## config.mk

```make
export PLATFORM = sky130hd
export DESIGN_NAME = line_token_splitter_unit
export DESIGN_NICKNAME = d
export VERILOG_FILES = /design/src/rtl/lts_pkg.sv /design/src/rtl/line_token_splitter_unit.sv /design/src/rtl/lts_core.sv /design/src/rtl/lts_emitter.sv
export VERILOG_INCLUDE_DIRS = /design/src /design/src/rtl
export SDC_FILE = /design/constraint.sdc
export NUM_CORES = 1
export LEC_CHECK = 0
export ABC_AREA = 1
export BUFFER_PORTS_ARGS = -buffer_cell sky130_fd_sc_hd__clkbuf_2
export CORE_MARGIN = 5
export CORE_UTILIZATION = 33
export DETAILED_ROUTE_END_ITERATION = 10
export GPL_TIMING_DRIVEN = 0
export SLEW_MARGIN = 10
export SYNTH_ARGS = -nofsm -noshare
export SYNTH_HDL_FRONTEND = slang
export SYNTH_HIERARCHICAL = 1
export SYNTH_SLANG_ARGS = --single-unit
```

## constraint.sdc

```tcl
create_clock -name aclk -period 15.2 [get_ports aclk]
set_input_delay 0.76 -clock aclk [delete_from_list [all_inputs] [get_ports aclk]]
set_output_delay 0.76 -clock aclk [all_outputs]
set_load 0.01 [all_outputs]
```

## src/rtl/line_token_splitter_unit_macros.svh

```systemverilog
// ---------------------------------------------------------------------------
// line_token_splitter_unit_macros
// Assertion helpers for the line token splitter, clocked on aclk and
// disabled while aresetn is low.
// ---------------------------------------------------------------------------
`ifndef LINE_TOKEN_SPLITTER_UNIT_MACROS_SVH
`define LINE_TOKEN_SPLITTER_UNIT_MACROS_SVH

// same-cycle implication
`define LTS_ASSERT_NOW(label, ante, cons, msg) \
    label: assert property (@(posedge aclk) disable iff (!aresetn) \
        (ante) |-> (cons)) else $error(msg);

// next-cycle implication
`define LTS_ASSERT_NEXT(label, ante, cons, msg) \
    label: assert property (@(posedge aclk) disable iff (!aresetn) \
        (ante) |=> (cons)) else $error(msg);

`endif

```

## src/rtl/lts_pkg.sv

```systemverilog
`timescale 1ns / 1ps
// ---------------------------------------------------------------------------
// lts_pkg
// Types and constants shared by the line token splitter modules.
// ---------------------------------------------------------------------------
package lts_pkg;

    localparam logic [12:0] MAX_LINE   = 13'd4096;
    localparam logic [9:0]  MAX_TOKENS = 10'd512;

    localparam logic [7:0] CH_SPACE = 8'h20;
    localparam logic [7:0] CH_TAB   = 8'h09;
    localparam logic [7:0] CH_CR    = 8'h0D;
    localparam logic [7:0] CH_DOT   = 8'h2E;
    localparam logic [7:0] CH_COMMA = 8'h2C;
    localparam logic [7:0] CH_SEMI  = 8'h3B;

    typedef enum logic [1:0] {
        KIND_TOKEN    = 2'd0,
        KIND_OK       = 2'd1,
        KIND_SYNTAX   = 2'd2,
        KIND_OVERFLOW = 2'd3
    } kind_t;

    typedef struct packed {
        kind_t       kind;
        logic [11:0] tok_begin;
        logic [12:0] tok_finish;
        logic [9:0]  count;
    } result_t;

    // results caused by one character, packed from slot 0
    typedef struct packed {
        logic                valid;
        logic [1:0]          cnt;
        result_t [2:0]       slot;
    } bundle_t;

endpackage

```

## src/rtl/line_token_splitter_unit.sv

```systemverilog
`timescale 1ns / 1ps
// ---------------------------------------------------------------------------
// line_token_splitter_unit
// Splits a character stream into tokens and reports a status per line.
// ---------------------------------------------------------------------------
// The first result of a character is registered and appears on m_* in the cycle after acceptance.
// Throughput: one character per cycle; a character that yields k results
// (k up to 3) holds s_tready low until the result register has sent k-1.
// The rate is set by the single-result output register.
// Reset: aresetn low clears the line state and empties the result register.
`include "line_token_splitter_unit_macros.svh"

module line_token_splitter_unit
    import lts_pkg::*;
(
    input  logic        aclk,
    input  logic        aresetn,
    input  logic        s_tvalid,
    output logic        s_tready,
    input  logic [7:0]  s_tdata,   // [7:0] ch
    input  logic        s_tlast,   // last_in_line
    output logic        m_tvalid,
    input  logic        m_tready,
    output logic [39:0] m_tdata,   // [11:0] tok_begin, [24:12] tok_finish, [34:25] count
    output logic [1:0]  m_tuser,   // [1:0] kind
    output logic        m_tlast    // last
);

    bundle_t load;
    result_t res;
    logic    can_load;
    logic    accept;

    assign accept   = s_tvalid && can_load;
    assign s_tready = can_load;

    lts_core u_core (
        .aclk    (aclk),
        .aresetn (aresetn),
        .accept  (accept),
        .ch      (s_tdata),
        .eol     (s_tlast),
        .load    (load)
    );

    lts_emitter u_emitter (
        .aclk      (aclk),
        .aresetn   (aresetn),
        .load      (load),
        .can_load  (can_load),
        .out_valid (m_tvalid),
        .out_ready (m_tready),
        .out_res   (res),
        .out_last  (m_tlast)
    );

    assign m_tdata = {5'd0, res.count, res.tok_finish, res.tok_begin};
    assign m_tuser = res.kind;

    `LTS_ASSERT_NOW(a_ready_when_empty, !m_tvalid, s_tready, "idle but not ready")
    `LTS_ASSERT_NOW(a_status_is_last, m_tvalid && (m_tuser != KIND_TOKEN), m_tlast,
        "line status not final")
    `LTS_ASSERT_NOW(a_token_no_count, m_tvalid && (m_tuser == KIND_TOKEN),
        res.count == 10'd0, "token carries a count")
    `LTS_ASSERT_NOW(a_accept_while_busy, s_tvalid && s_tready && m_tvalid,
        m_tready && m_tlast, "accept while results pending")

endmodule

```

## src/rtl/lts_core.sv

```systemverilog
`timescale 1ns / 1ps
// ---------------------------------------------------------------------------
// lts_core
// Per-line tokenizer state and the results one character produces.
// ---------------------------------------------------------------------------
module lts_core
    import lts_pkg::*;
(
    input  logic        aclk,
    input  logic        aresetn,
    input  logic        accept,
    input  logic [7:0]  ch,
    input  logic        eol,
    output bundle_t     load
);

    logic        in_token_reg,   in_token_next;
    logic [11:0] open_start_reg, open_start_next;
    logic [12:0] offset_reg,     offset_next;
    logic [9:0]  seen_reg,       seen_next;
    logic        done_reg,       done_next;
    logic        ovf_reg,        ovf_next;

    logic        active, white, delim, open_tok, close_tok;
    logic        close_ok, delim_tok, delim_ok;
    logic [9:0]  seen_a;
    result_t     r_close, r_delim, r_status;
    kind_t       status_kind;

    always_comb begin
        white = (ch == CH_SPACE) || ((ch >= CH_TAB) && (ch <= CH_CR));
        delim = (ch == CH_DOT) || (ch == CH_COMMA) || (ch == CH_SEMI);
        active    = !done_reg && (offset_reg < MAX_LINE);
        open_tok  = active && !in_token_reg && !white;
        close_tok = active && in_token_reg && (white || delim);

        close_ok  = close_tok && (seen_reg < MAX_TOKENS);
        seen_a    = seen_reg + {9'd0, close_ok};
        delim_tok = close_tok && delim;
        delim_ok  = delim_tok && (seen_a < MAX_TOKENS);
        seen_next = seen_a + {9'd0, delim_ok};

        ovf_next  = ovf_reg || (close_tok && !close_ok) || (delim_tok && !delim_ok);
        done_next = done_reg || (close_tok && (ch == CH_SEMI));
        in_token_next   = open_tok ? 1'b1 : (close_tok ? 1'b0 : in_token_reg);
        open_start_next = open_tok ? offset_reg[11:0] : open_start_reg;
        offset_next     = active ? offset_reg + 13'd1 : offset_reg;

        if (ovf_next) begin
            status_kind = KIND_OVERFLOW;
        end else if (done_next) begin
            status_kind = KIND_OK;
        end else begin
            status_kind = KIND_SYNTAX;
        end

        r_close  = '{kind: KIND_TOKEN, tok_begin: open_start_reg,
                     tok_finish: offset_reg, count: 10'd0};
        r_delim  = '{kind: KIND_TOKEN, tok_begin: offset_reg[11:0],
                     tok_finish: offset_reg + 13'd1, count: 10'd0};
        r_status = '{kind: status_kind, tok_begin: 12'd0,
                     tok_finish: 13'd0, count: seen_next};

        // a delimiter token is only emitted after the closing token
        load.slot[0] = close_ok ? r_close : r_status;
        load.slot[1] = delim_ok ? r_delim : r_status;
        load.slot[2] = r_status;
        load.cnt     = {1'b0, close_ok} + {1'b0, delim_ok} + {1'b0, eol};
        load.valid   = accept && (load.cnt != 2'd0);
    end

    always_ff @(posedge aclk) begin
        if (!aresetn) begin
            in_token_reg   <= 1'b0;
            open_start_reg <= 12'd0;
            offset_reg     <= 13'd0;
            seen_reg       <= 10'd0;
            done_reg       <= 1'b0;
            ovf_reg        <= 1'b0;
        end else if (accept) begin
            if (eol) begin
                in_token_reg   <= 1'b0;
                open_start_reg <= 12'd0;
                offset_reg     <= 13'd0;
                seen_reg       <= 10'd0;
                done_reg       <= 1'b0;
                ovf_reg        <= 1'b0;
            end else begin
                in_token_reg   <= in_token_next;
                open_start_reg <= open_start_next;
                offset_reg     <= offset_next;
                seen_reg       <= seen_next;
                done_reg       <= done_next;
                ovf_reg        <= ovf_next;
            end
        end
    end

endmodule

```

## src/rtl/lts_emitter.sv

```systemverilog
`timescale 1ns / 1ps
// ---------------------------------------------------------------------------
// lts_emitter
// Result register: holds the results of one character and hands them out
// one per transaction.
// ---------------------------------------------------------------------------
module lts_emitter
    import lts_pkg::*;
(
    input  logic     aclk,
    input  logic     aresetn,
    input  bundle_t  load,
    output logic     can_load,
    output logic     out_valid,
    input  logic     out_ready,
    output result_t  out_res,
    output logic     out_last
);

    result_t [2:0] slot_reg;
    logic [1:0]    cnt_reg;
    logic [1:0]    idx_reg;
    logic          pop;

    always_comb begin
        out_valid = (cnt_reg != 2'd0);
        out_last  = (idx_reg == cnt_reg - 2'd1);
        pop       = out_valid && out_ready;
        can_load  = !out_valid || (out_ready && out_last);
        case (idx_reg)
            2'd0:    out_res = slot_reg[0];
            2'd1:    out_res = slot_reg[1];
            default: out_res = slot_reg[2];
        endcase
    end

    always_ff @(posedge aclk) begin
        if (!aresetn) begin
            cnt_reg <= 2'd0;
            idx_reg <= 2'd0;
        end else if (load.valid) begin
            cnt_reg <= load.cnt;
            idx_reg <= 2'd0;
        end else if (pop) begin
            if (out_last) begin
                cnt_reg <= 2'd0;
                idx_reg <= 2'd0;
            end else begin
                idx_reg <= idx_reg + 2'd1;
            end
        end
    end

    always_ff @(posedge aclk) begin
        if (load.valid) begin
            slot_reg <= load.slot;
        end
    end

endmodule
```

==> out/qor.yml, run 1 <==
synthArstFlopShare_pct: 0
ir_drop_mv: 0.06917
die_w_um: 160.4
syn_inst: 792
initial_core_util_pct: 33.26
yosysWarnings: 6
reg2reg_depth: 14
cp.required_ns: 15.32
dp_hpwl_um: 11880
vias_per_cell: 4.511
nets: 919
first_pass_iters: 5
drt_iter0_markers: 400
wl_um: 16360
ys_seq_elements: 153
leakagePower_nw: 3.530
cp-startpoint: "s_tdata[6]"
grt_max_degree: 29
path_clk_slew_ns: 0.06
hold_class: "reg -> reg"
p_switching_mw: 0.2217
grt_pass1_wl_um: 26790
yosysSeqAreaShare_pct: 55.94
setup_viol: 0
period_minus_slack_ns: 4.418
cts.sinks: 153
insertion_delay_ns: 0.43
num_io_pins: 58
fin_cells: 1194
rsz0062_at_grt: "no"
cts_tree: "done"
ys.flop_type: "edfxtp_1"
hold_depth: 2
power.density_mw_per_mm2: 104.7
row_count: 55
area_growth_pct: 18.48
cts_resized: 0
grt.overflow.total: 0
timing.final.crit_share_pct: 29.07
max_slew_margin_pct: 62.91
place_congestion: 0.7988
final_layout_size_suffix_gt1_share_pct: 21.56
drc: 0
io_buffers: 52
syn_avg_cell_area_um2: 9.420
post-cts-setup-buffer-count: 0
arrival_ns: 4.54
finish.utilization_pct: 39.40
startpoint_type: "input port"
die_h_um: 160.4
worstHoldStart: "u_core/open_start_reg[3]"
largest_reg_flops: 111
fill_cells: 2225
power_mw: 0.9255
ff2ff_setup_slack_ns: 10.96
rr_startpoint: "u_core/done_reg"
report.final.slew_viol_count: 0
htree_levels: 4
cp_max_fo: 28
critical_path_class: "in -> reg"
cts.path.max_buffers: 2
antenna_cells: 0
clockRootBuffer: "clkbuf_16"
endpoint_kind: "flop"
finalHoldViolCount: 0
cts_buffers: 17
finalClockSkew_ns: 0.01165
worst_slew_pin_slew_ns: 0.5563
synth_edf_count: 111
swShare_pct: 23.96
combPwrFrac_pct: 7.5
vias: 5386
grt_pass1_vias: 5176
yosysUniqueCellTypes: 42
p_seq_share_pct: 50.2
hold_buffers: 0
dp_cells: 1162
core_area_mm2: 0.02243
drv_cap: 0
wl_per_cell_um: 13.71
antenna_found_initial: 0
clkPwrFrac_pct: 42.3
tns_ns: 0
max_freq_mhz: 226.3
p_int_mw: 0.7038
ant_nets: 0
dieArea_mm2: 0.02572
status: "finished, final reports clean"
grt_usage_pct: 13.19
synth.cell_area_mm2: 0.007461
-- Yosys cell counts, types with 2 or more instances --
cell type  count  area (um2)
nor2_4         5       56.30
nand2_2       12       75.07
nand3_2        2       20.02
nand4_1       11       68.82
a21oi_2        3       26.28
nand3_1       32       160.2
nand2_4        3       33.78
a21oi_1       42       210.2
xor2_1         5       43.79
buf_2          8       40.04
nor2_1        79       296.5
nand2_1      210       788.3
clkbuf_1       3       11.26
buf_4         33       247.7
inv_1         88       330.3
a22oi_1       27       202.7
edfxtp_1     111        3333
nor2_2         6       37.54
conb_1         2       7.510
dfxtp_1       42       840.8
buf_6         11       123.9
o21ai_0        8       40.04
nor3_1         5       25.02
nand3b_1       3       22.52
inv_2          7       26.28
a22oi_2       10       125.1
ha_1           9       112.6
-- per-layer routing --
metal | track usage (%) | share of wire, % | vias up
met2 | 21.39 | 47 | 118
met1 | 17.52 | 47 | 2501
met5 | 0 | 0 | -
met3 | 2.951 | 4.7 | 13
met4 | 4.497 | 1.4 | 0
li1 | - | - | 2754
-- critical path: stages --
cell and delay, ns:
clkbuf_2 0.09, nor2_2 0.13, nand3_1 0.11, nor2_1 0.16
a21oi_1 0.06, nand2_1 0.12, nand2_1 0.10, nor2_4 0.22
ha_1 0.37, nand4_1 0.14, nand2_1 0.15, inv_2 0.07
nand2_4 0.16, buf_2 0.35, fa_1 0.54, a21oi_4 0.49
buf_12 0.27, buf_12 0.21
-- final timing paths --
kind,endpoint
worst max-delay path,u_emitter/slot_reg[75]
worst min-delay path,u_core/open_start_reg[3]
worst max register to register,u_emitter/slot_reg[75]
worst min register to register,u_core/open_start_reg[3]
-- metrics by stage --
stage | hold slack [ns] | setup WS, ns | area (um2)
after floorplan | 0.4401 | 6.022 | 7570
after global placement | 0.4526 | 2.735 | 8187
after detailed placement | 0.4534 | 10.32 | 8285
after CTS | 0.4637 | 10.72 | 8840
after global routing | 0.4761 | 10.41 | 8840
final | 0.4605 | 10.78 | 8840
-- placed cells by master (no fill, tap or decap), types with 3 or more instances in the layout --
| cell | n |
|---|---|
| a21oi_1 | 41 |
| nand3_1 | 32 |
| conb_1 | 31 |
| nand4_1 | 11 |
| inv_2 | 7 |
| a22oi_2 | 10 |
| nor2_1 | 79 |
| clkbuf_16 | 17 |
| inv_6 | 3 |
| buf_2 | 8 |
| nor2_4 | 5 |
| clkinvlp_4 | 3 |
| dfxtp_1 | 42 |
| nand2_2 | 12 |
| inv_1 | 88 |
| buf_12 | 3 |
| nor3_1 | 5 |
| clkbuf_1 | 3 |
| buf_4 | 33 |
| nand2_1 | 210 |
| ha_1 | 9 |
| a22oi_1 | 27 |
| xor2_1 | 5 |
| clkbuf_2 | 52 |
| nand3b_1 | 3 |
| o21ai_0 | 8 |
| nand2_4 | 3 |
| nor2_2 | 6 |
| a21oi_2 | 3 |
| edfxtp_1 | 111 |
| buf_6 | 11 |
| clkinv_4 | 4 |
-- cell families (layout without fill, tap and decap cells) --
| kind of cell | after synthesis | after routing | synth area share (%) |
|---|---|---|---|
| buffers and inverters | 152 | 240 | 10.75 |
| other | 2 | 31 | 0.1007 |
| XOR/XNOR | 5 | 5 | 0.5869 |
| flip-flops | 153 | 153 | 55.95 |
| AND/OR/NAND/NOR | 375 | 375 | 22.20 |
| adder cells (fa/ha/maj) | 10 | 10 | 1.778 |
| AO/OA/AOI/OAI | 95 | 95 | 8.637 |
-- power by group through the flow --
stage / registers [mW] / clock network [mW] / logic, mW
floorplan: 0.476 / 0 / 0.0436
global placement: 0.478 / 0 / 0.0660
detailed placement: 0.474 / 0 / 0.0700
CTS: 0.465 / 0.403 / 0.0702
global route: 0.465 / 0.422 / 0.0761
finish: 0.465 / 0.392 / 0.0691
-- cell type report --
type                    count  area, um2  area share, %
clock buffers              18      439.2          4.968
clock inverters            14      115.1          1.302
plain buffers              57      445.4          5.039
well taps                 285      356.6          4.034
multi-input cells         516       2605          29.47
inverters                  95      356.6          4.034
repair buffers             56      347.8          3.935
flip-flops and latches    153       4174          47.22
Note: power is estimated with default switching activity, not from simulation.
==> run 2, diff against run 1 <==
==> constraint.sdc (replaced) <==
create_clock -name aclk -period 4 [get_ports aclk]
set_input_delay 0.2 -clock aclk [delete_from_list [all_inputs] [get_ports aclk]]
set_output_delay 0.2 -clock aclk [all_outputs]
set_load 0.01 [all_outputs]
==> out/qor.yml, run 2 (same netlist as run 1, synthesis figures left out) <==
timing.final.crit_share_pct: 91.96
nets: 921
cts_buffers: 17
cts.sinks: 153
drt_iter0_markers: 421
cts.path.max_buffers: 2
drv_cap: 0
period_minus_slack_ns: 3.678
dieArea_mm2: 0.02572
vias_per_cell: 4.543
report.final.slew_viol_count: 0
fill_cells: 2190
swShare_pct: 22.09
ant_nets: 0
hold_buffers: 0
drc: 0
ff2ff_setup_slack_ns: 0.32
wl_per_cell_um: 13.92
path_clk_slew_ns: 0.06
critical_path_class: "reg -> reg"
ir_drop_mv: 0.2155
p_int_mw: 2.906
finalClockSkew_ns: 0.01008
rsz0062_at_grt: "no"
arrival_ns: 3.80
initial_core_util_pct: 33.26
clkPwrFrac_pct: 45.5
reg2reg_depth: 16
finalHoldViolCount: 0
worst_slew_pin_slew_ns: 0.6141
r2r_end: "u_emitter/slot_reg[23]"
p_switching_mw: 0.8237
cp-startpoint: "u_core/offset_reg[12]"
post-place-ws_ns: -0.4040
core_area_mm2: 0.02243
startpoint_type: "flop"
grt_max_degree: 27
largest_reg_flops: 111
cp.required_ns: 4.12
layout_common_cells: "nand2_1, edfxtp_1, inv_1"
final_layout_size_suffix_gt1_share_pct: 22.20
final_common_cell: "nand2_1"
num_io_pins: 58
io_buffers: 52
grt_pass1_wl_um: 27390
insertion_delay_ns: 0.42
hold_class: "in -> reg"
dp_hpwl_um: 11950
clockRootBuffer: "clkbuf_16"
leakagePower_nw: 3.583
setup_viol: 0
status: "finished, final reports clean"
power_mw: 3.729
die_h_um: 160.4
rr_startpoint: "u_core/offset_reg[12]"
cts_tree: "done"
combPwrFrac_pct: 7.2
row_count: 55
die_w_um: 160.4
tns_ns: 0
place_congestion: 0.8012
finish.utilization_pct: 40.01
grt_pass1_vias: 5266
setup.worst_path.end: "u_emitter/slot_reg[23]"
power.density_mw_per_mm2: 415.5
endpoint_kind: "flop"
antenna_cells: 0
max_slew_margin_pct: 59.06
first_pass_iters: 5
setup_slack_ns: 0.3216
vias: 5429
cp_max_fo: 26
grt.overflow.total: 0
grt_usage_pct: 13.42
area_growth_pct: 20.31
htree_levels: 4
max_freq_mhz: 271.9
wl_um: 16640
p_seq_share_pct: 47.4
antenna_found_initial: 0
## run 2: how the worst min path moves through the flow
stage	from	to	depth (start not counted)
after floorplan	aresetn	u_emitter/cnt_reg[0]	2
after global placement	u_core/open_start_reg[2]	u_core/open_start_reg[2]	2
after detailed placement	u_core/open_start_reg[3]	u_core/open_start_reg[3]	2
after CTS	aresetn	u_emitter/cnt_reg[0]	3
after global routing	aresetn	u_core/offset_reg[0]	3
final	aresetn	u_emitter/cnt_reg[0]	3
## run 2: timing repair
action,in CTS,in global routing
setup endpoints to repair,48,0
buffers inserted,1,0
gates resized for setup,0,0
## run 2: final cells by class
type,instances,area (um2),share of cell area [%]
sequential,153,4175,46.52
clock inverter,13,192.7,2.147
multi-input combinational,517,2644,29.45
inverter,95,356.6,3.973
tap,285,356.6,3.973
buffer,57,451.7,5.032
timing repair buffer,57,370.4,4.126
clock buffer,18,429.2,4.781
## run 2: power by group through the flow
stage | clock network, mW | registers (mW) | logic, mW
after detailed placement | 0 | 1.80 | 0.269
after CTS | 1.73 | 1.77 | 0.272
after floorplan | 0 | 1.80 | 0.168
final | 1.70 | 1.77 | 0.268
after global placement | 0 | 1.80 | 0.252
after global routing | 1.81 | 1.77 | 0.298
## run 2: stage by stage
stage	hold WS, ns	cell area (um2)	cells
after global routing	0.07088	8976	1195
after floorplan	0.3316	7619	821
after detailed placement	0.4541	8338	1162
final	0.07714	8976	1195
after CTS	0.05205	8976	1195
after global placement	0.4521	8235	1158
## run 2: layer usage
layer | wire (um) | vias to the layer above | GRT usage, %
met2 | 7566 | 117 | 20.73
li1 | - | 2768 | -
met5 | 0 | - | 0
met3 | 807 | 19 | 3.567
met1 | 7921 | 2525 | 18.34
met4 | 344 | 0 | 4.615
## run 2: critical path: stages, from the launching register on
cell and delay (ns):
dfxtp_2 0.33, or2_4 0.27, nor2_4 0.16, nand2_2 0.08, nor2_4 0.27, ha_4 0.23, nand3_2 0.06, nand2_1 0.07
nand2_2 0.08, inv_2 0.09, nand2_4 0.12, buf_6 0.20, fa_1 0.58, a21oi_4 0.22, buf_16 0.20, buf_12 0.20
buf_16 0.19
